$ cat src/sv/mmt_pkg.sv
// Shared types, constants and helpers for the matrix multiply transpose unit.
`timescale 1ns / 1ps
package mmt_pkg;

  localparam int MAX_DIM     = 16;
  localparam int MAX_RESULTS = 16;
  localparam int DATA_WIDTH  = 16;
  localparam int STORE_DEPTH = MAX_DIM * MAX_DIM;
  localparam int ADDR_W      = $clog2(STORE_DEPTH);
  localparam int DIM_W       = 5;
  localparam int IDX_W       = 4;
  localparam int ELEM_IDX_W  = 8;
  localparam int VAL_W       = 16;
  localparam int PROD_W      = 2 * DATA_WIDTH;
  localparam int ACC_W       = 40;
  localparam int IN_TDATA_W  = 32;
  localparam int OUT_TDATA_W = 48;
  localparam int CFG_AW      = 5;
  localparam int CFG_DW      = 32;
  localparam int QUEUE_DEPTH = 4;
  localparam int QPTR_W      = $clog2(QUEUE_DEPTH);

  typedef enum logic [1:0] {
    FUNC_LOAD_A = 2'd0,
    FUNC_LOAD_B = 2'd1,
    FUNC_ROW    = 2'd2,
    FUNC_NONE   = 2'd3
  } func_t;

  typedef enum logic [1:0] {
    CMD_LOAD_A,
    CMD_LOAD_B,
    CMD_ROW,
    CMD_ERROR
  } cmd_kind_t;

  typedef enum logic [2:0] {
    REG_ROWS_M  = 3'd0,
    REG_INNER_K = 3'd1,
    REG_COLS_N  = 3'd2,
    REG_A_TRANS = 3'd3,
    REG_B_TRANS = 3'd4
  } reg_idx_t;

  typedef enum logic [1:0] {
    BK_IDLE,
    BK_RUN,
    BK_WAIT,
    BK_EMIT
  } back_state_t;

  // Saturated dimensions and transpose flags
  typedef struct packed {
    logic [DIM_W-1:0] m;
    logic [DIM_W-1:0] kd;
    logic [DIM_W-1:0] n;
    logic             a_t;
    logic             b_t;
  } cfg_t;

  typedef struct packed {
    cmd_kind_t              kind;
    logic [ELEM_IDX_W-1:0]  idx;
    logic [VAL_W-1:0]       value;
    logic [IDX_W-1:0]       row;
  } cmd_t;

  function automatic logic [DIM_W-1:0] clamp_dim(input logic [DIM_W-1:0] v,
                                                 input logic [DIM_W-1:0] hi);
    logic [DIM_W-1:0] r;
    r = v;
    if (v == '0) r = DIM_W'(1);
    else if (v > hi) r = hi;
    return r;
  endfunction

endpackage

$ cat src/sv/mmt_front.sv
// Front end: configuration registers and request classification.
`timescale 1ns / 1ps
module mmt_front (
  input  logic                             clk,
  input  logic                             rst_n,
  input  logic                             cfg_psel,
  input  logic                             cfg_penable,
  input  logic                             cfg_pwrite,
  input  logic [mmt_pkg::CFG_AW-1:0]       cfg_paddr,
  input  logic [mmt_pkg::CFG_DW-1:0]       cfg_pwdata,
  output logic [mmt_pkg::CFG_DW-1:0]       cfg_prdata,
  output logic                             cfg_pready,
  input  logic                             in_tvalid,
  output logic                             in_tready,
  input  logic [mmt_pkg::IN_TDATA_W-1:0]   in_tdata,
  input  logic [1:0]                       in_tuser,
  output logic                             push_valid,
  output mmt_pkg::cmd_t                    push_cmd,
  input  logic                             queue_full,
  output mmt_pkg::cfg_t                    cfg
);
  import mmt_pkg::*;

  logic [DIM_W-1:0]   rows_m_r, inner_k_r, cols_n_r;
  logic               a_trans_r, b_trans_r;
  logic               cfg_wr;
  reg_idx_t           reg_sel;
  func_t              func;
  logic [ELEM_IDX_W-1:0] idx;
  logic [2*DIM_W-1:0] size_a, size_b;
  logic [DIM_W-1:0]   n_cap;

  assign cfg_pready = 1'b1;
  assign cfg_wr     = cfg_psel && cfg_penable && cfg_pwrite && cfg_pready;
  assign reg_sel    = reg_idx_t'(cfg_paddr[CFG_AW-1:2]);

  always_ff @(posedge clk) begin
    if (!rst_n) begin
      rows_m_r  <= DIM_W'(MAX_DIM);
      inner_k_r <= DIM_W'(MAX_DIM);
      cols_n_r  <= DIM_W'(MAX_DIM);
      a_trans_r <= 1'b0;
      b_trans_r <= 1'b0;
    end else if (cfg_wr) begin
      unique case (reg_sel)
        REG_ROWS_M:  rows_m_r  <= cfg_pwdata[DIM_W-1:0];
        REG_INNER_K: inner_k_r <= cfg_pwdata[DIM_W-1:0];
        REG_COLS_N:  cols_n_r  <= cfg_pwdata[DIM_W-1:0];
        REG_A_TRANS: a_trans_r <= cfg_pwdata[0];
        REG_B_TRANS: b_trans_r <= cfg_pwdata[0];
        default: ;
      endcase
    end
  end

  always_comb begin
    unique case (reg_sel)
      REG_ROWS_M:  cfg_prdata = CFG_DW'(rows_m_r);
      REG_INNER_K: cfg_prdata = CFG_DW'(inner_k_r);
      REG_COLS_N:  cfg_prdata = CFG_DW'(cols_n_r);
      REG_A_TRANS: cfg_prdata = CFG_DW'(a_trans_r);
      REG_B_TRANS: cfg_prdata = CFG_DW'(b_trans_r);
      default:     cfg_prdata = '0;
    endcase
  end

  assign n_cap   = clamp_dim(cols_n_r, DIM_W'(MAX_DIM));
  assign cfg.m   = clamp_dim(rows_m_r, DIM_W'(MAX_DIM));
  assign cfg.kd  = clamp_dim(inner_k_r, DIM_W'(MAX_DIM));
  assign cfg.n   = (n_cap > DIM_W'(MAX_RESULTS)) ? DIM_W'(MAX_RESULTS) : n_cap;
  assign cfg.a_t = a_trans_r;
  assign cfg.b_t = b_trans_r;

  assign size_a = (2*DIM_W)'(cfg.m) * (2*DIM_W)'(cfg.kd);
  assign size_b = (2*DIM_W)'(cfg.kd) * (2*DIM_W)'(cfg.n);

  assign func       = func_t'(in_tuser);
  assign idx        = in_tdata[ELEM_IDX_W-1:0];
  assign in_tready  = !queue_full;
  assign push_valid = in_tvalid && !queue_full;

  always_comb begin
    push_cmd.idx   = idx;
    push_cmd.value = in_tdata[ELEM_IDX_W+VAL_W-1:ELEM_IDX_W];
    push_cmd.row   = in_tdata[ELEM_IDX_W+VAL_W+IDX_W-1:ELEM_IDX_W+VAL_W];
    unique case (func)
      FUNC_LOAD_A: push_cmd.kind = ((2*DIM_W)'(idx) < size_a) ? CMD_LOAD_A : CMD_ERROR;
      FUNC_LOAD_B: push_cmd.kind = ((2*DIM_W)'(idx) < size_b) ? CMD_LOAD_B : CMD_ERROR;
      FUNC_ROW:    push_cmd.kind = (DIM_W'(push_cmd.row) < cfg.m) ? CMD_ROW : CMD_ERROR;
      default:     push_cmd.kind = CMD_ERROR;
    endcase
  end

endmodule

$ cat config.mk
export PLATFORM = sky130hd
export DESIGN_NAME = mmt_front
export DESIGN_NICKNAME = d
export VERILOG_FILES = /design/src/sv/mmt_pkg.sv /design/src/sv/mmt_front.sv
export SDC_FILE = /design/constraint.sdc
export NUM_CORES = 1
export LEC_CHECK = 0
export BUFFER_PORTS_ARGS = -buffer_cell sky130_fd_sc_hd__buf_4
export CAP_MARGIN = 20
export CELL_PAD_IN_SITES_DETAIL_PLACEMENT = 1
export CELL_PAD_IN_SITES_GLOBAL_PLACEMENT = 1
export CORE_UTILIZATION = 33
export CTS_BUF_LIST = sky130_fd_sc_hd__clkbuf_16
export CTS_CLUSTER_DIAMETER = 60
export CTS_CLUSTER_SIZE = 28
export DETAILED_ROUTE_END_ITERATION = 8
export PLACE_DENSITY = 0.92
export SLEW_MARGIN = 0
export SYNTH_ARGS = -nofsm -noshare
export SYNTH_HDL_FRONTEND = slang
export SYNTH_SLANG_ARGS = --single-unit
$ cat constraint.sdc
create_clock -name clk -period 5.1 [get_ports clk]
set_input_delay 0.255 -clock clk [delete_from_list [all_inputs] [get_ports clk]]
set_output_delay 0.255 -clock clk [all_outputs]
set_load 0.005 [all_outputs]
==> out/summary.json, run 1 <==
{
  "global_route_wire_length_before_repair_mm": 14.6,
  "design.portCount": 160,
  "critPathKind": "flip-flop to output pin",
  "detail_route.iter0.violations": 69,
  "worstPathBufferInverterCount": 3,
  "critical-path-top-delay-family": "adder cells",
  "yosysMostFrequentCell": "buf_4",
  "min-delay-path-class": "input port to flip-flop",
  "relSlewSlack": 0.404,
  "insertion_delay_to_the_later_sink_of_the_worst_skew_pair_ns": 0.24,
  "firstDrtPassIters": 4,
  "finalSetupViolations": 0,
  "tritoncts_clock_tree": "done",
  "power.density_cell_area_mw_per_mm2": 95.7,
  "post_synth_num_cell_types": 47,
  "critPathLaunchType": "flip-flop",
  "run_status": "completed",
  "timing.final.hold_violations": 0,
  "dpl.hpwl_mm": 7.60,
  "final_max_slew_viols": 0,
  "final_core_util": 0.402,
  "drtAntennaViolNets": 0,
  "synthesis.yosys.warnings": 0,
  "yosys_most_used_dff": "dfxtp_1",
  "syn-instance-count": 429,
  "fin_cells": 606,
  "timing.critical_path.cells": "nor3_4 -> o21ai_2 -> inv_2 -> nand2_2 -> fa_1 -> fa_1 -> fa_1 -> inv_2 -> ha_4 -> nand3_2 -> o211ai_1 -> nor2_1 -> xor2_1 -> ha_1 -> nand4_1 -> nor3_2 -> o31ai_2 -> a31oi_1 -> o311a_1 -> buf_4",
  "max_cap_violations": 0,
  "first_global_vias": 3110,
  "post-route-drc-count": 0,
  "p_sw_frac": 0.251,
  "clock_path_buffers": 2,
  "pwr_total_uw": 376,
  "period_share": 0.960,
  "critPathArrivalTime_ns": 4.64,
  "overall_die_height_um": 102,
  "cts_max_level": 1,
  "routed_wire_length_per_instance_um": 15.3,
  "critPathCaptureType": "output pin",
  "initial_utilization": 0.340,
  "comb_power_share": 0.231,
  "synth.area.top_cells": "ha_1, buf_4, fa_1, dfxtp_1, inv_1",
  "cp.required_ns": 4.85,
  "worst_clock_skew_ns": 0,
  "synth.top_cell.area_share": 0.200,
  "seqPwrFrac": 0.359,
  "finalNetCount": 623,
  "internal_power_uw": 282,
  "clk_pin_slew_worst_paths_ns": 0.05,
  "holdBufCountCts": 0,
  "gpl_wtd_cong": 0.880,
  "synth.yosys.seq_area_share": 0.102,
  "avg_inst_size_synth_um2": 7.74,
  "cp_slowest_stage_delay_ns": 0.55,
  "grt_start_max_net_pins": 18,
  "design.core.area_mm2": 0.00977,
  "area_delta_synth_final_pct": 18.3,
  "synth_top_area_cell": "ha_1",
  "antenna_found_initial": 0,
  "grt_remaining_overflow": 0,
  "tritoncts_num_sinks": 17,
  "power.clock.fraction": 0.409,
  "floorplan.die_area_mm2": 0.0105,
  "netlist_area_mm2": 0.00332,
  "n_antenna_cell": 0,
  "net-switching-power_uw": 94.3,
  "grt.total_usage": 0.178,
  "cp_max_fo": 4,
  "cts_made_buffers": 3,
  "max_slew.worst_pin.slew_ns": 0.872,
  "drt_wl_total_mm": 9.26,
  "fmax_mhz": 204,
  "placementRows": 36,
  "clock-root-buffer": "clkbuf_16",
  "place.detailed.instances": 594,
  "detailroute.via_count": 2952,
  "synth_edf_count": 0,
  "layout-drive-gt1-share": 0.264,
  "synth-async-reset-ratio": 0,
  "io_port_bufs": 66,
  "vdd_ir_drop_max_v": 0.000131,
  "cp_slowest_cell": "fa_1",
  "timing.critical_path.mode_cell": "fa_1",
  "die_x_um": 102,
  "ys_ff_latch": 17,
  "leakagePower_nw": 1.96,
  "avgViaCountPerCell": 4.87,
  "synth_common_cells": "buf_4, ha_1, inv_1, nor2_1, nand2_1",
  "post-route-min-period_ns": 4.90
}
## through the flow
step | hold WS, ns | worst slack [ns] | instance area (um2) | TNS (ns)
after floorplan | 0.383 | 0.449 | 3420 | 0
after global placement | 0.497 | 0.241 | 3670 | 0
after detailed placement | 0.504 | 0.000683 | 3670 | 0
after CTS | 0.274 | 0.0245 | 3800 | 0
after global routing | 0.289 | -0.0738 | 3930 | -0.124
final | 0.275 | 0.202 | 3930 | 0
## layout by cell type (no fill, tap or decap), types with 10 or more instances in the layout
cell type and n:
a21oi_1 10, buf_4 84, conb_1 28, dfxtp_1 10
fa_1 18, ha_1 50, inv_1 47, mux2i_1 15
nand2_1 33, nand3_1 11, nor2_1 46, nor2b_1 14
## metal layers
layer,track usage,up-vias,routed length (um)
li1,-,1414,-
met3,0.0192,20,376
met5,0,-,0
met1,0.195,1431,3680
met2,0.357,87,5030
met4,0.0484,0,168
## logic make-up (layout without fill, tap and decap cells)
family	after synthesis	count (layout)	synth area share
muxes	16	16	0.0520
other	2	28	0.00226
adders and majority gates	71	71	0.308
and+or+nand+nor	137	137	0.190
buffers and inverters	123	141	0.206
DFF	17	17	0.102
AOI/OAI and AO/OA	53	53	0.113
xor gates and xnor gates	10	10	0.0264
## sequential cells by signal (all words and copies together) (netlist names)
name       flops
rows_m_r       5
cols_n_r       5
a_trans_r      1
inner_k_r      5
b_trans_r      1
## worst reg2reg max path, delay by kind of cell, from the launching register on
family	cells	cell delay, ns
DFF	1	0.35
AOI/OAI and AO/OA	1	0.15
buffers and inverters	2	0.23
## power by group through the flow
stage	Clock (mW)	Combinational, mW	Sequential (mW)
after detailed placement	0	0.0836	0.138
after global placement	0	0.0797	0.138
after global routing	0.162	0.0980	0.135
after floorplan	0	0.0715	0.137
after CTS	0.155	0.0856	0.135
final	0.154	0.0870	0.135
## final timing paths
path,from,end,slack [ns],cells past startpoint
setup reg to reg,inner_k_r[4]$_SDFFE_PN1P_,inner_k_r[4]$_SDFFE_PN1P_,4.29,3
setup / recovery,inner_k_r[3]$_SDFFE_PN0P_,push_cmd[29],0.20,20
hold / removal,cfg_pwdata[4],cols_n_r[4]$_SDFFE_PN1P_,0.28,3
hold reg to reg,rows_m_r[3]$_SDFFE_PN0P_,rows_m_r[3]$_SDFFE_PN0P_,0.51,2
## layout make-up
type,count,area [um2]
Clock buffer,3,75.1
Tap cell,133,166
Inverter,53,199
Timing Repair Buffer,84,631
Fill cell,1219,5850
Multi-Input combinational cell,315,2500
Sequential cell,17,352
Clock inverter,1,3.75
## repair_timing
action	CTS	global route
setup buffers	1	7
endpoints found under the setup margin	2	2
pin swaps	1	18
hold endpoints to repair	0	0
resized for setup	8	30
Power figures use the tool's default switching activity.
==> run 2, diff against run 1 <==
==> constraint.sdc (replaced) <==
create_clock -name clk -period 5.1 [get_ports clk]
set_input_delay 1.02 -clock clk [delete_from_list [all_inputs] [get_ports clk]]
set_output_delay 1.02 -clock clk [all_outputs]
set_load 0.005 [all_outputs]
==> run 2 against run 1 <==
The flow now finishes with violations (setup timing). Register-to-register slack lost 0.08 ns. Non-clock buffer count grew 43. Routed wire length grew 17%. Global-route usage grew 3.1 points. Setup slack lost 0.69 ns. First-iteration DRC count shrank 45%. Power grew 3.0%. Sequential share of layout area shrank 0.99 points. Combinational power grew 14%. Critical path type unchanged. Largest power group unchanged.
==> out/summary.json, run 2 (synthesized netlist as in run 1, its figures left out) <==
{
  "avgViaCountPerCell": 4.90,
  "critPathLaunchType": "flip-flop",
  "clock-root-buffer": "clkbuf_16",
  "cp_slowest_cell": "fa_1",
  "area_delta_synth_final_pct": 31.5,
  "worst_clock_skew_ns": 0,
  "failed_checks": "setup timing",
  "detailroute.via_count": 3179,
  "drtAntennaViolNets": 0,
  "post-route-drc-count": 0,
  "timing.critical_path.mode_cell": "fa_1",
  "grt.total_usage": 0.210,
  "max_cap_violations": 0,
  "io_port_bufs": 66,
  "cts_max_level": 1,
  "cts_made_buffers": 3,
  "critPathCaptureType": "output pin",
  "initial_utilization": 0.340,
  "final_max_slew_viols": 0,
  "vdd_ir_drop_max_v": 0.000140,
  "fin_cells": 649,
  "design.core.area_mm2": 0.00977,
  "design.portCount": 160,
  "min-delay-path-class": "flip-flop to flip-flop",
  "preCtsSetupSlack_ns": -0.426,
  "timing.critical_path.cells": "nor3_4 -> o21ai_2 -> inv_2 -> nand2_2 -> fa_1 -> fa_1 -> fa_1 -> inv_2 -> ha_4 -> nand3_2 -> o211ai_1 -> nor2_1 -> xor2_1 -> ha_1 -> nand4_1 -> nor3_2 -> o31ai_1 -> a31oi_1 -> o311a_1 -> buf_4",
  "grt_util_met2": 0.421,
  "layout-drive-gt1-share": 0.359,
  "timing.final.hold_violations": 0,
  "period_share": 1.10,
  "n_antenna_cell": 0,
  "run_status": "finished with violations",
  "grt-busiest-layer": "met2",
  "clk_pin_slew_worst_paths_ns": 0.05,
  "max_slew.worst_pin.slew_ns": 0.845,
  "grt_start_max_net_pins": 18,
  "multi_input_comb_area_mm2": 0.00261,
  "finalNetCount": 666,
  "final-seq-area_um2": 348,
  "finish.instance_area_mm2": 0.00437,
  "detail_route.iter0.violations": 38,
  "post-route-min-period_ns": 5.59,
  "die_x_um": 102,
  "unrepaired_setup_endpoints_after_global_routing": "yes",
  "insertion_delay_to_the_later_sink_of_the_worst_skew_pair_ns": 0.24,
  "grt_remaining_overflow": 0,
  "drt_wl_total_mm": 10.8,
  "largest_registers_in_the_final_layout": "cols_n_r x5, inner_k_r x5, rows_m_r x5",
  "layout.cells.most_common": "buf_4",
  "first_global_vias": 3584,
  "placementRows": 36,
  "place.detailed.instances": 632,
  "routed_wire_length_per_instance_um": 16.7,
  "leakagePower_nw": 2.17,
  "finalSetupViolations": 2,
  "power.density_cell_area_mw_per_mm2": 88.6,
  "most-common-layout-cells": "buf_4, ha_1, inv_1, nor2_1, nand2_1",
  "cp_max_fo": 4,
  "relSlewSlack": 0.422,
  "cp_slowest_stage_delay_ns": 0.52,
  "fmax_mhz": 179,
  "tritoncts_clock_tree": "done",
  "critPathArrivalTime_ns": 4.57,
  "groute.layer.met1.usage": 0.209,
  "overall_die_height_um": 102,
  "floorplan.die_area_mm2": 0.0105,
  "post-route-worst-setup-slack_ns": -0.487,
  "global_route.usage.met3": 0.0280,
  "global_route_wire_length_before_repair_mm": 17.0,
  "cp.required_ns": 4.08,
  "firstDrtPassIters": 4,
  "clock_path_buffers": 2,
  "fillerInstances": 1211,
  "post_dp_cell_area_mm2": 0.00403,
  "critPathKind": "flip-flop to output pin",
  "dpl.hpwl_mm": 8.59,
  "gpl_wtd_cong": 0.849,
  "tritoncts_num_sinks": 17,
  "antenna_found_initial": 0
}
## run 2: final cells by class
| class | instances | area share |
|---|---|---|
| Inverter | 53 | 0.0470 |
| Tap cell | 133 | 0.0381 |
| Clock inverter | 1 | 0.000859 |
| Clock buffer | 3 | 0.0172 |
| Sequential cell | 17 | 0.0796 |
| Timing Repair Buffer | 127 | 0.221 |
| Multi-Input combinational cell | 315 | 0.597 |
## run 2: through the flow
stage           util  hold WS, ns  TNS, ns  total power [mW]
3_3_place_gp   0.412        0.537   -0.387             0.222
6_report       0.447        0.564   -0.873             0.387
2_1_floorplan      -        0.465  -0.0284             0.211
4_1_cts        0.440        0.570   -0.856             0.384
5_1_grt        0.447        0.587    -1.17             0.406
3_5_place_dp   0.412        0.559   -0.746             0.228
## run 2: what timing repair did
item                       4_1_cts  5_1_grt
pin swaps                       34       15
hold buffers                     0        0
setup buffers                   12        2
setup endpoints to repair        2        2
resized for setup               34       13
cloned                           0        0
## run 2: worst max-delay path, delay by kind of cell (launching register included)
kind / cells / cell delay, ns
XOR/XNOR: 1 / 0.15
adder cells (fa/ha/maj): 5 / 2.07
buffers and inverters: 3 / 0.27
AND/OR/NAND/NOR: 6 / 0.58
AO/OA/AOI/OAI: 5 / 0.93
flip-flops: 1 / 0.33
## run 2: worst paths after layout
check                            start                   endpoint  slack (ns)  cells past startpoint
max          inner_k_r[2]$_SDFFE_PN0P_               push_cmd[29]       -0.49                     20
max reg2reg  inner_k_r[2]$_SDFFE_PN0P_  inner_k_r[2]$_SDFFE_PN0P_        4.21                      4
min             a_trans_r$_SDFFE_PN0P_     a_trans_r$_SDFFE_PN0P_        0.56                      2
min reg2reg     a_trans_r$_SDFFE_PN0P_     a_trans_r$_SDFFE_PN0P_        0.56                      2
## run 2: power breakdown
part           leakage (nW)  internal (mW)  switching, mW
clock                0.0423          0.104         0.0488
combinational          1.98         0.0507         0.0487
sequential            0.140          0.134        0.00107
total                  2.17          0.289         0.0985
## run 2: layer usage
metal	vias to the layer above	share of wire	wire (um)
met4	0	0.041	441
met2	100	0.56	6010
met1	1539	0.36	3920
li1	1497	-	-
met3	43	0.042	455
met5	-	0	0
