$ cat config.mk
export PLATFORM = sky130hd
export DESIGN_NAME = mmt_queue
export DESIGN_NICKNAME = d
export VERILOG_FILES = /design/src/sv/mmt_pkg.sv /design/src/sv/mmt_queue.sv
export SDC_FILE = /design/constraint.sdc
export NUM_CORES = 1
export LEC_CHECK = 0
export BUFFER_PORTS_ARGS = -buffer_cell sky130_fd_sc_hd__buf_2
export CAP_MARGIN = 20
export CORE_AREA = 5 5 95 97
export CTS_CLUSTER_SIZE = 28
export DETAILED_ROUTE_END_ITERATION = 10
export DIE_AREA = 0 0 100 102
export GPL_TIMING_DRIVEN = 0
export PLACE_DENSITY_LB_ADDON = 0.08
export SKIP_CTS_REPAIR_TIMING = 1
export SLEW_MARGIN = 10
export SYNTH_ARGS = -nofsm -noshare
export SYNTH_HDL_FRONTEND = slang
export SYNTH_SLANG_ARGS = --single-unit
$ cat constraint.sdc
create_clock -name clk -period 3.7 [get_ports clk]
set_input_delay 0.185 -clock clk [delete_from_list [all_inputs] [get_ports clk]]
set_output_delay 0.185 -clock clk [all_outputs]
set_load 0.02 [all_outputs]
$ cat src/sv/mmt_pkg.sv
// Shared types, constants and helpers for the matrix multiply transpose unit.
`timescale 1ns / 1ps
package mmt_pkg;

  localparam int MAX_DIM     = 16;
  localparam int MAX_RESULTS = 16;
  localparam int DATA_WIDTH  = 16;
  localparam int STORE_DEPTH = MAX_DIM * MAX_DIM;
  localparam int ADDR_W      = $clog2(STORE_DEPTH);
  localparam int DIM_W       = 5;
  localparam int IDX_W       = 4;
  localparam int ELEM_IDX_W  = 8;
  localparam int VAL_W       = 16;
  localparam int PROD_W      = 2 * DATA_WIDTH;
  localparam int ACC_W       = 40;
  localparam int IN_TDATA_W  = 32;
  localparam int OUT_TDATA_W = 48;
  localparam int CFG_AW      = 5;
  localparam int CFG_DW      = 32;
  localparam int QUEUE_DEPTH = 4;
  localparam int QPTR_W      = $clog2(QUEUE_DEPTH);

  typedef enum logic [1:0] {
    FUNC_LOAD_A = 2'd0,
    FUNC_LOAD_B = 2'd1,
    FUNC_ROW    = 2'd2,
    FUNC_NONE   = 2'd3
  } func_t;

  typedef enum logic [1:0] {
    CMD_LOAD_A,
    CMD_LOAD_B,
    CMD_ROW,
    CMD_ERROR
  } cmd_kind_t;

  typedef enum logic [2:0] {
    REG_ROWS_M  = 3'd0,
    REG_INNER_K = 3'd1,
    REG_COLS_N  = 3'd2,
    REG_A_TRANS = 3'd3,
    REG_B_TRANS = 3'd4
  } reg_idx_t;

  typedef enum logic [1:0] {
    BK_IDLE,
    BK_RUN,
    BK_WAIT,
    BK_EMIT
  } back_state_t;

  // Saturated dimensions and transpose flags
  typedef struct packed {
    logic [DIM_W-1:0] m;
    logic [DIM_W-1:0] kd;
    logic [DIM_W-1:0] n;
    logic             a_t;
    logic             b_t;
  } cfg_t;

  typedef struct packed {
    cmd_kind_t              kind;
    logic [ELEM_IDX_W-1:0]  idx;
    logic [VAL_W-1:0]       value;
    logic [IDX_W-1:0]       row;
  } cmd_t;

  function automatic logic [DIM_W-1:0] clamp_dim(input logic [DIM_W-1:0] v,
                                                 input logic [DIM_W-1:0] hi);
    logic [DIM_W-1:0] r;
    r = v;
    if (v == '0) r = DIM_W'(1);
    else if (v > hi) r = hi;
    return r;
  endfunction

endpackage

$ cat src/sv/mmt_queue.sv
// Small request queue between the front end and the compute back end.
`timescale 1ns / 1ps
module mmt_queue (
  input  logic          clk,
  input  logic          rst_n,
  input  logic          push_valid,
  input  mmt_pkg::cmd_t push_cmd,
  output logic          full,
  input  logic          pop,
  output mmt_pkg::cmd_t pop_cmd,
  output logic          empty
);
  import mmt_pkg::*;

  cmd_t              q_mem [QUEUE_DEPTH];
  logic [QPTR_W-1:0] wr_ptr_r, rd_ptr_r;
  logic [QPTR_W:0]   count_r;

  assign full    = (count_r == (QPTR_W+1)'(QUEUE_DEPTH));
  assign empty   = (count_r == '0);
  assign pop_cmd = q_mem[rd_ptr_r];

  always_ff @(posedge clk) begin
    if (push_valid) q_mem[wr_ptr_r] <= push_cmd;
  end

  always_ff @(posedge clk) begin
    if (!rst_n) begin
      wr_ptr_r <= '0;
      rd_ptr_r <= '0;
      count_r  <= '0;
    end else begin
      if (push_valid) wr_ptr_r <= wr_ptr_r + QPTR_W'(1);
      if (pop)        rd_ptr_r <= rd_ptr_r + QPTR_W'(1);
      if (push_valid && !pop)      count_r <= count_r + (QPTR_W+1)'(1);
      else if (!push_valid && pop) count_r <= count_r - (QPTR_W+1)'(1);
    end
  end

endmodule

==> flow_metrics.py, run 1 <==
metrics = {
    "yosys": {
        "syn_area_sq_mm": 0.00477,
        "syn_nets": 239,
        "synthTopCellsByArea": "edfxtp_1 75%, mux4_2 14%, dfxtp_1 3.8%",
        "avgSynthCellArea_sq_um": 24.0,
        "yosys.area.top_type": "edfxtp_1",
        "ys.warnings.count": 0,
        "seq_area_frac_synth": 0.793,
        "yosysTopAreaCellShare": 0.755,
        "synth_seq_cells": 129,
        "netlist-cell-type-count": 19,
        "netlist_instances": 199,
    },
    "finish": {
        "nets": 354,
        "antenna_cells": 0,
        "final_util": 0.758,
        "final_cell_mix": "120 x edfxtp_1, 68 x buf_2, 31 x dlygate4sd3_1",
        "fillers": 461,
        "regArea_sq_mm": 0.00378,
        "multi_input_area_sq_um": 931,
        "layout_commonest_cell": "edfxtp_1",
        "synthToLayoutAreaGrowth_pct": 27.9,
        "final_cells": 432,
        "drive_gt1_frac": 0.410,
    },
    "floorplanning": {
        "io_pins": 66,
        "die_x_um": 100,
        "start_util": 0.593,
        "die_area_sq_mm": 0.0102,
        "coreArea_sq_mm": 0.00805,
        "die_h_um": 102,
        "rows": 33,
    },
    "drt": {
        "vias_per_cell": 5.32,
        "drcViolationCount": 0,
        "routed_wirelength_mm": 8.78,
        "dr_total_vias": 2299,
        "wl_per_cell_um": 20.3,
        "drtIter0Drc": 101,
        "ant_nets": 0,
        "dr.pass1.iters": 4,
    },
    "setup_path": {
        "critical_path_peak_fanout": 10,
        "cp.arrival_ns": 1.82,
        "path_class": "flop to output pin",
        "crit_cells": 3,
        "critPathTopFamily": "multiplexers",
        "timing.rr.end": "q_mem[0][12]$_DFFE_PP_",
        "path_buf_inv": 2,
        "reg2reg_depth": 3,
        "reg2reg_setup_slack_ns": 2.05,
        "regToRegStartpoint": "wr_ptr_r[0]$_SDFFE_PN0P_",
        "start_kind": "flop",
        "end_kind": "output pin",
        "worstPathRequired_ns": 3.51,
        "crit_path_top_delay_cell": "mux4_2",
        "critical_path.max_stage_delay_ns": 0.53,
        "crit_chain": "buf_6 > mux4_2 > buf_2",
    },
    "global_routing": {
        "grt_usage": 0.180,
        "grt_pass1_vias": 2364,
        "antenna_found_initial": 0,
        "grt-ovfl-total": 0,
        "grt_start_max_net_pins": 31,
        "grt_pass1_wl_mm": 13.0,
    },
    "sta": {
        "fin_tns_setup_ns": 0,
        "period_needed_ns": 2.01,
        "hold_violations": 0,
        "finalSetupViolations": 0,
        "worstMarginPinSlew_ns": 0.828,
        "drv_slew": 0,
        "finalClockSkew_ns": 0.0122,
        "slew_headroom": 0.448,
        "max_freq_mhz": 498,
        "rsz0062_at_grt": "no",
        "fin_crit_sh": 0.542,
    },
    "clock_tree": {
        "cts_made_buffers": 17,
        "clockBufferDepth": 2,
        "cts_num_sinks": 129,
        "cts_tree": "yes",
        "cts-root-buf": "clkbuf_8",
        "clk-insertion-delay-late_ns": 0.51,
        "cts-htree-levels": 4,
        "clkTransAtPathRegs_ns": 0.06,
    },
    "power_and_ir_drop": {
        "p_leak_nw": 2.16,
        "ir_worst_vdd_mv": 0.344,
        "powerDensity_mw_per_mm2": 596,
    },
    "min_path": {
        "min_path_cells": 3,
        "hp-start": "push_valid",
        "hold_path_class": "input port to flop",
        "holdPathEnd": "wr_ptr_r[1]$_SDFFE_PN0P_",
    },
    "place": {
        "dpl.hpwl_mm": 4.77,
        "io_buffers": 65,
        "place_congestion": 0.631,
        "dp.cells": 369,
    },
    "outcome": {
        "status": "finished, final reports clean",
    },
    "flow_run": {
        "maxCapViolations": 0,
    },
}
==> power by group <==
group | internal, mW | switching [mW] | total [mW]
Combinational | 0.174 | 0.215 | 0.389
Sequential | 1.67 | 0.0269 | 1.70
Clock | 0.950 | 0.595 | 1.55
Total | 2.80 | 0.837 | 3.64
==> cell type report <==
cell class / count / share of cell area
buffer: 6 / 0.00799
clock buffer: 17 / 0.0678
clock inverter: 15 / 0.0238
inverter: 4 / 0.00246
multi-input combinational: 60 / 0.152
sequential: 129 / 0.620
tap: 105 / 0.0215
timing repair buffer: 96 / 0.104
==> logic make-up (layout without fill, tap and decap cells) <==
group,Yosys count,after routing,synth area share
simple gates,15,15,0.0191
compound gates,2,2,0.00262
fa+ha+maj,6,6,0.0173
buf+inv,10,138,0.0134
mux,32,32,0.146
flops,129,129,0.793
xor+xnor,5,5,0.00918
==> cell usage after synthesis <==
cell and number:
a21boi_0 1, and2_1 9, or3_1 1, o21ai_0 1
nor3_1 1, nor3b_1 1, buf_2 3, edfxtp_1 120
inv_1 4, xor2_1 3, fa_1 1, buf_6 3
mux4_2 30, nor2b_1 2, nand2_1 1, ha_1 5
dfxtp_1 9, mux2i_1 2, xnor2_1 2
==> routing by layer <==
layer,track usage,vias to the layer above,wire [um]
met5,0,-,0
met4,0.0684,0,63
met3,0.0519,7,460
met2,0.297,69,4690
met1,0.232,1164,3560
li1,-,1059,-
==> flip-flops by register name, indices dropped and copies added (netlist names), named ones only <==
register  flops
count_r       3
q_mem       120
rd_ptr_r      2
wr_ptr_r      2
==> worst reg2reg max path: stages (launching register included) <==
cell	delay [ns]
dfxtp_1	0.35
inv_1	0.09
ha_1	0.14
and2_2	0.69
==> how the worst max path moves through the flow <==
stage                                   from                 endpoint  slack (ns)
global route                            flop              pop_cmd[12]        1.60
floorplan           wr_ptr_r[0]$_SDFFE_PN0P_    q_mem[2][0]$_DFFE_PP_        2.03
finish                                  flop              pop_cmd[12]        1.69
global placement    wr_ptr_r[0]$_SDFFE_PN0P_   q_mem[3][11]$_DFFE_PP_        1.51
CTS                                     flop              pop_cmd[12]        1.65
detailed placement                       pop  count_r[2]$_SDFFE_PN0P_        2.01
==> metrics by stage <==
stage	power [mW]	cell area [sq um]	setup slack, ns	hold slack [ns]
2_1_floorplan	1.97	4770	2.03	0.284
3_3_place_gp	2.09	5230	1.51	0.398
3_5_place_dp	2.10	5240	2.01	0.402
4_1_cts	3.65	5790	1.65	-0.128
5_1_grt	3.78	6100	1.60	0.0723
6_report	3.64	6100	1.69	0.0604
No activity file was read; power rests on OpenSTA's default activity.
==> inputs of run 2 (changes only) <==
CORE_AREA = 5 5 99 101   (was 5 5 95 97)
DIE_AREA = 0 0 104 106   (was 0 0 100 102)
clock period = 1.91 ns   (was 3.7 ns; I/O delays follow)
==> run 2 against run 1 <==
  * The flow now finishes with violations (negative hold slack)
  * Worst hold slack worse by 0.083 ns
  * Register-to-register slack worse by 1.8 ns
  * Combinational power up 98%
  * Clock power up 110%
  * Worst setup slack worse by 1.6 ns
  * Via count down 1.7%
==> flow_metrics.py, run 2 (same netlist as run 1, synthesis figures left out) <==
metrics = {
    "floorplanning": {
        "coreArea_sq_mm": 0.00893,
        "die_area_sq_mm": 0.0110,
        "die_h_um": 106,
        "die_x_um": 104,
        "rows": 35,
        "io_pins": 66,
        "start_util": 0.534,
    },
    "global_routing": {
        "grt_pass1_vias": 2359,
        "grt_usage": 0.146,
        "antenna_found_initial": 0,
        "grt_start_max_net_pins": 31,
        "grt-ovfl-total": 0,
        "grt_pass1_wl_mm": 12.2,
    },
    "sta": {
        "slew_headroom": 0.447,
        "fin_crit_sh": 0.955,
        "hold_violations": 1,
        "finalHoldWorstSlack_ns": -0.0228,
        "finalClockSkew_ns": 0.00792,
        "worstMarginPinSlew_ns": 0.829,
        "finalSetupViolations": 0,
        "rsz0062_at_grt": "no",
        "fin_tns_setup_ns": 0,
        "period_needed_ns": 1.82,
        "max_freq_mhz": 548,
        "drv_slew": 0,
    },
    "finish": {
        "nets": 358,
        "top_register": "q_mem",
        "largest_reg_flops": 120,
        "layout_commonest_cell": "edfxtp_1",
        "top_regs": "q_mem (120), count_r (3)",
        "synthToLayoutAreaGrowth_pct": 31.4,
        "antenna_cells": 0,
        "fillers": 590,
        "multi_input_area_sq_um": 931,
        "regArea_sq_mm": 0.00379,
        "drive_gt1_frac": 0.412,
        "final_cell_mix": "120 x edfxtp_1, 68 x buf_2, 32 x dlygate4sd3_1",
    },
    "setup_path": {
        "crit_chain": "buf_12 > mux4_2 > buf_2",
        "reg2reg_setup_slack_ns": 0.27,
        "critical_path_peak_fanout": 10,
        "crit_cells": 3,
        "crit_path_top_delay_cell": "mux4_2",
        "path_class": "flop to output pin",
        "cp.arrival_ns": 1.73,
        "worstPathRequired_ns": 1.81,
        "start_kind": "flop",
        "timing.rr.end": "q_mem[0][1]$_DFFE_PP_",
        "crit_path_end": "pop_cmd[2]",
        "regToRegStartpoint": "wr_ptr_r[0]$_SDFFE_PN0P_",
        "end_kind": "output pin",
        "critical_path.max_stage_delay_ns": 0.52,
        "critPathTopFamily": "multiplexers",
        "path_buf_inv": 2,
        "reg2reg_depth": 3,
    },
    "clock_tree": {
        "clockBufferDepth": 2,
        "cts_tree": "yes",
        "clk-insertion-delay-late_ns": 0.49,
        "cts_made_buffers": 17,
        "clkTransAtPathRegs_ns": 0.05,
        "cts-htree-levels": 4,
        "cts_num_sinks": 129,
        "cts-root-buf": "clkbuf_8",
    },
    "drt": {
        "drcViolationCount": 0,
        "dr.pass1.iters": 4,
        "routed_wirelength_mm": 7.82,
        "dr_total_vias": 2261,
        "drtIter0Drc": 107,
        "ant_nets": 0,
        "vias_per_cell": 5.13,
        "wl_per_cell_um": 17.7,
    },
    "flow_run": {
        "maxCapViolations": 0,
    },
    "min_path": {
        "hold_path_class": "input port to flop",
        "min_path_cells": 3,
    },
    "outcome": {
        "status": "complete, but fails checks",
        "violations": "negative hold slack",
    },
    "place": {
        "place_congestion": 0.635,
        "io_buffers": 65,
        "dpl.hpwl_mm": 4.71,
    },
    "power_and_ir_drop": {
        "p_leak_nw": 2.23,
        "total_power_mw": 7.34,
        "powerDensity_mw_per_mm2": 1170,
        "ir_worst_vdd_mv": 0.604,
    },
}
==> run 2: cell types whose count changed in the layout (fill, tap and decap cells not counted) <==
cell	change
dlygate4sd3_1	+1
bufinv_16	+3
dfxtp_1	-1
buf_12	+5
buf_6	-3
clkinvlp_4	-1
buf_16	+1
clkinv_4	-4
dfxtp_4	+1
clkbuf_1	+1
==> run 2: final cells by class <==
type	instances	share of cell area
Multi-Input combinational cell	60	0.148
Tap cell	111	0.0221
Timing Repair Buffer	100	0.114
Inverter	4	0.00239
Buffer	6	0.0120
Clock buffer	18	0.0666
Clock inverter	13	0.0307
Sequential cell	129	0.604
==> run 2: per-stage QoR <==
| step | instance area, sq um | utilization | std cells | hold slack (ns) | setup WS (ns) |
|---|---|---|---|---|---|
| global placement | 5240 | 0.586 | 375 | 0.309 | -0.330 |
| detailed placement | 5310 | 0.594 | 378 | 0.312 | 0.231 |
| floorplan | 4770 | - | 199 | 0.194 | 0.235 |
| finish | 6270 | 0.702 | 441 | -0.0228 | 0.0861 |
| CTS | 5920 | 0.663 | 409 | -0.209 | -0.0297 |
| global route | 6270 | 0.702 | 441 | 0.0171 | 0.0153 |
==> run 2: per-layer routing <==
layer | share of wire | vias to the layer above | track usage
li1 | - | 1061 | -
met1 | 0.43 | 1147 | 0.180
met2 | 0.52 | 49 | 0.245
met3 | 0.044 | 4 | 0.0437
met4 | 0.0065 | 0 | 0.0583
met5 | 0 | - | 0
==> run 2: worst min-delay path by stage <==
| stage | from | endpoint | slack (ns) |
|---|---|---|---|
| 4_1_cts | push_cmd[27] | q_mem[0][27]$_DFFE_PP_ | -0.21 |
| 5_1_grt | push_valid | wr_ptr_r[1]$_SDFFE_PN0P_ | 0.02 |
| 2_1_floorplan | push_cmd[0] | q_mem[0][0]$_DFFE_PP_ | 0.19 |
| 3_3_place_gp | push_cmd[4] | q_mem[3][4]$_DFFE_PP_ | 0.31 |
| 6_report | push_valid | wr_ptr_r[1]$_SDFFE_PN0P_ | -0.02 |
| 3_5_place_dp | push_cmd[10] | q_mem[1][10]$_DFFE_PP_ | 0.31 |
==> run 2: where the power goes <==
group / switching [mW] / internal, mW
Sequential: 0.0482 / 3.24
Combinational: 0.407 / 0.364
Clock: 1.05 / 2.22
Total: 1.51 / 5.83
==> run 2: tightest hold or removal path, stage by stage <==
cell     delay [ns]
buf_2          0.15
mux2i_1        0.09
nor2b_1        0.10
==> inputs of run 3 (changes only) <==
==> constraint.sdc (replaced) <==
create_clock -name clk -period 1.91 [get_ports clk]
set_input_delay 0.191 -clock clk [delete_from_list [all_inputs] [get_ports clk]]
set_output_delay 0.191 -clock clk [all_outputs]
set_load 0.02 [all_outputs]
==> run 3 against run 2 <==
  * The flow finishes with violations (negative hold slack, negative setup slack)
  * First-iteration DRC count increased by 0.93%
  * Clock power is essentially flat
  * Register-to-register slack is essentially flat
  * Fmax shrank 4.9%
  * Non-clock buffer count shrank 2
  * Largest power group unchanged
  * Power grew 0.32%
  * Sequential share of layout area down 0.23 points
==> flow_metrics.py, run 3 (same netlist as run 1, synthesis figures left out) <==
metrics = {
    "sta": {
        "finalHoldWorstSlack_ns": -0.00101,
        "fin_crit_sh": 1.00,
        "setup_ws_ns": -0.00838,
        "hold_violations": 1,
        "period_needed_ns": 1.92,
        "slew_headroom": 0.456,
        "drv_slew": 0,
        "finalClockSkew_ns": 0.00792,
        "max_freq_mhz": 521,
        "finalSetupViolations": 2,
        "rsz0062_at_grt": "yes",
        "worstMarginPinSlew_ns": 0.816,
    },
    "clock_tree": {
        "cts_num_sinks": 129,
        "cts-root-buf": "clkbuf_8",
        "clk-insertion-delay-late_ns": 0.49,
        "clockBufferDepth": 2,
        "cts_tree": "yes",
        "clkTransAtPathRegs_ns": 0.06,
        "cts-htree-levels": 4,
        "cts_made_buffers": 17,
    },
    "setup_path": {
        "path_class": "flop to output pin",
        "end_kind": "output pin",
        "cp.arrival_ns": 1.73,
        "start_kind": "flop",
        "worstPathRequired_ns": 1.72,
        "critical_path_peak_fanout": 10,
    },
    "drt": {
        "dr_total_vias": 2266,
        "ant_nets": 0,
        "routed_wirelength_mm": 7.76,
        "vias_per_cell": 5.16,
        "drtIter0Drc": 108,
        "wl_per_cell_um": 17.7,
        "drcViolationCount": 0,
        "dr.pass1.iters": 4,
    },
    "global_routing": {
        "grt-ovfl-total": 0,
        "grt_pass1_vias": 2359,
        "grt_usage": 0.146,
        "grt_start_max_net_pins": 31,
        "antenna_found_initial": 0,
        "grt_pass1_wl_mm": 12.2,
    },
    "floorplanning": {
        "die_area_sq_mm": 0.0110,
        "die_x_um": 104,
        "start_util": 0.534,
        "rows": 35,
        "coreArea_sq_mm": 0.00893,
        "io_pins": 66,
        "die_h_um": 106,
    },
    "power_and_ir_drop": {
        "p_leak_nw": 2.24,
        "powerDensity_mw_per_mm2": 1170,
        "ir_worst_vdd_mv": 0.604,
        "total_power_mw": 7.36,
    },
    "outcome": {
        "status": "complete, but fails checks",
        "violations": "negative hold slack, negative setup slack",
    },
    "finish": {
        "antenna_cells": 0,
        "top_register": "q_mem",
        "final_cell_mix": "120 x edfxtp_1, 61 x buf_2, 30 x mux4_2, 30 x dlygate4sd3_1, 16 x clkbuf_16",
        "synthToLayoutAreaGrowth_pct": 31.9,
        "top_regs": "q_mem (120), count_r (3)",
        "nets": 356,
        "drive_gt1_frac": 0.415,
        "final_util": 0.705,
        "largest_reg_flops": 120,
        "layout_commonest_cell": "edfxtp_1",
    },
    "min_path": {
        "hold_path_class": "input port to flop",
    },
    "place": {
        "place_congestion": 0.635,
        "dpl.hpwl_mm": 4.71,
        "io_buffers": 65,
    },
    "flow_run": {
        "maxCapViolations": 0,
    },
}
## run 3: changes by cell type in the layout (fill, tap and decap cells not counted)
cell,before,now
dlygate4sd3_1,32,30
buf_2,68,61
buf_6,0,7
## run 3: metal layers
metal / up-vias / global-route usage / part of all wire
met5: - / 0 / 0
met4: 0 / 0.0583 / 0.0066
met3: 4 / 0.0437 / 0.045
met2: 51 / 0.245 / 0.52
met1: 1152 / 0.180 / 0.42
li1: 1059 / - / -
## run 3: metrics by stage
step           setup TNS [ns]  area (sq um)  cells  setup WS (ns)
2_1_floorplan               0          4770    199          0.235
3_3_place_gp           -37.54          5240    375         -0.330
3_5_place_dp                0          5310    378          0.201
4_1_cts                 -3.17          5920    409         -0.125
5_1_grt                 -1.65          6290    439        -0.0802
6_report             -0.00876          6290    439       -0.00838
## run 3: where the power goes
group          switching, mW  internal, mW
sequential            0.0482          3.24
clock                   1.05          2.22
combinational          0.411         0.388
total                   1.51          5.85
## run 3: critical path, stage by stage (launching register included)
cell and delay, ns:
dfxtp_4 0.39, buf_12 0.16, mux4_2 0.52, buf_2 0.18
## run 3: worst paths after layout
path,startpoint,to,slack [ns],cells past startpoint
setup reg to reg,wr_ptr_r[0]$_SDFFE_PN0P_,q_mem[0][1]$_DFFE_PP_,0.28,3
setup / recovery,flop,pop_cmd[2],-0.008,3
hold / removal,rst_n,wr_ptr_r[0]$_SDFFE_PN0P_,-0.001,2
hold reg to reg,count_r[2]$_SDFFE_PN0P_,count_r[2]$_SDFFE_PN0P_,0.50,2
## run 3: layout make-up
class | instances | area [sq um]
plain buffers | 6 | 75.1
clock buffers | 18 | 418
clock inverters | 13 | 193
fillers | 586 | 2640
inverters | 4 | 15.0
multi-input cells | 60 | 931
flip-flops and latches | 129 | 3790
well taps | 111 | 139
repair buffers | 98 | 737
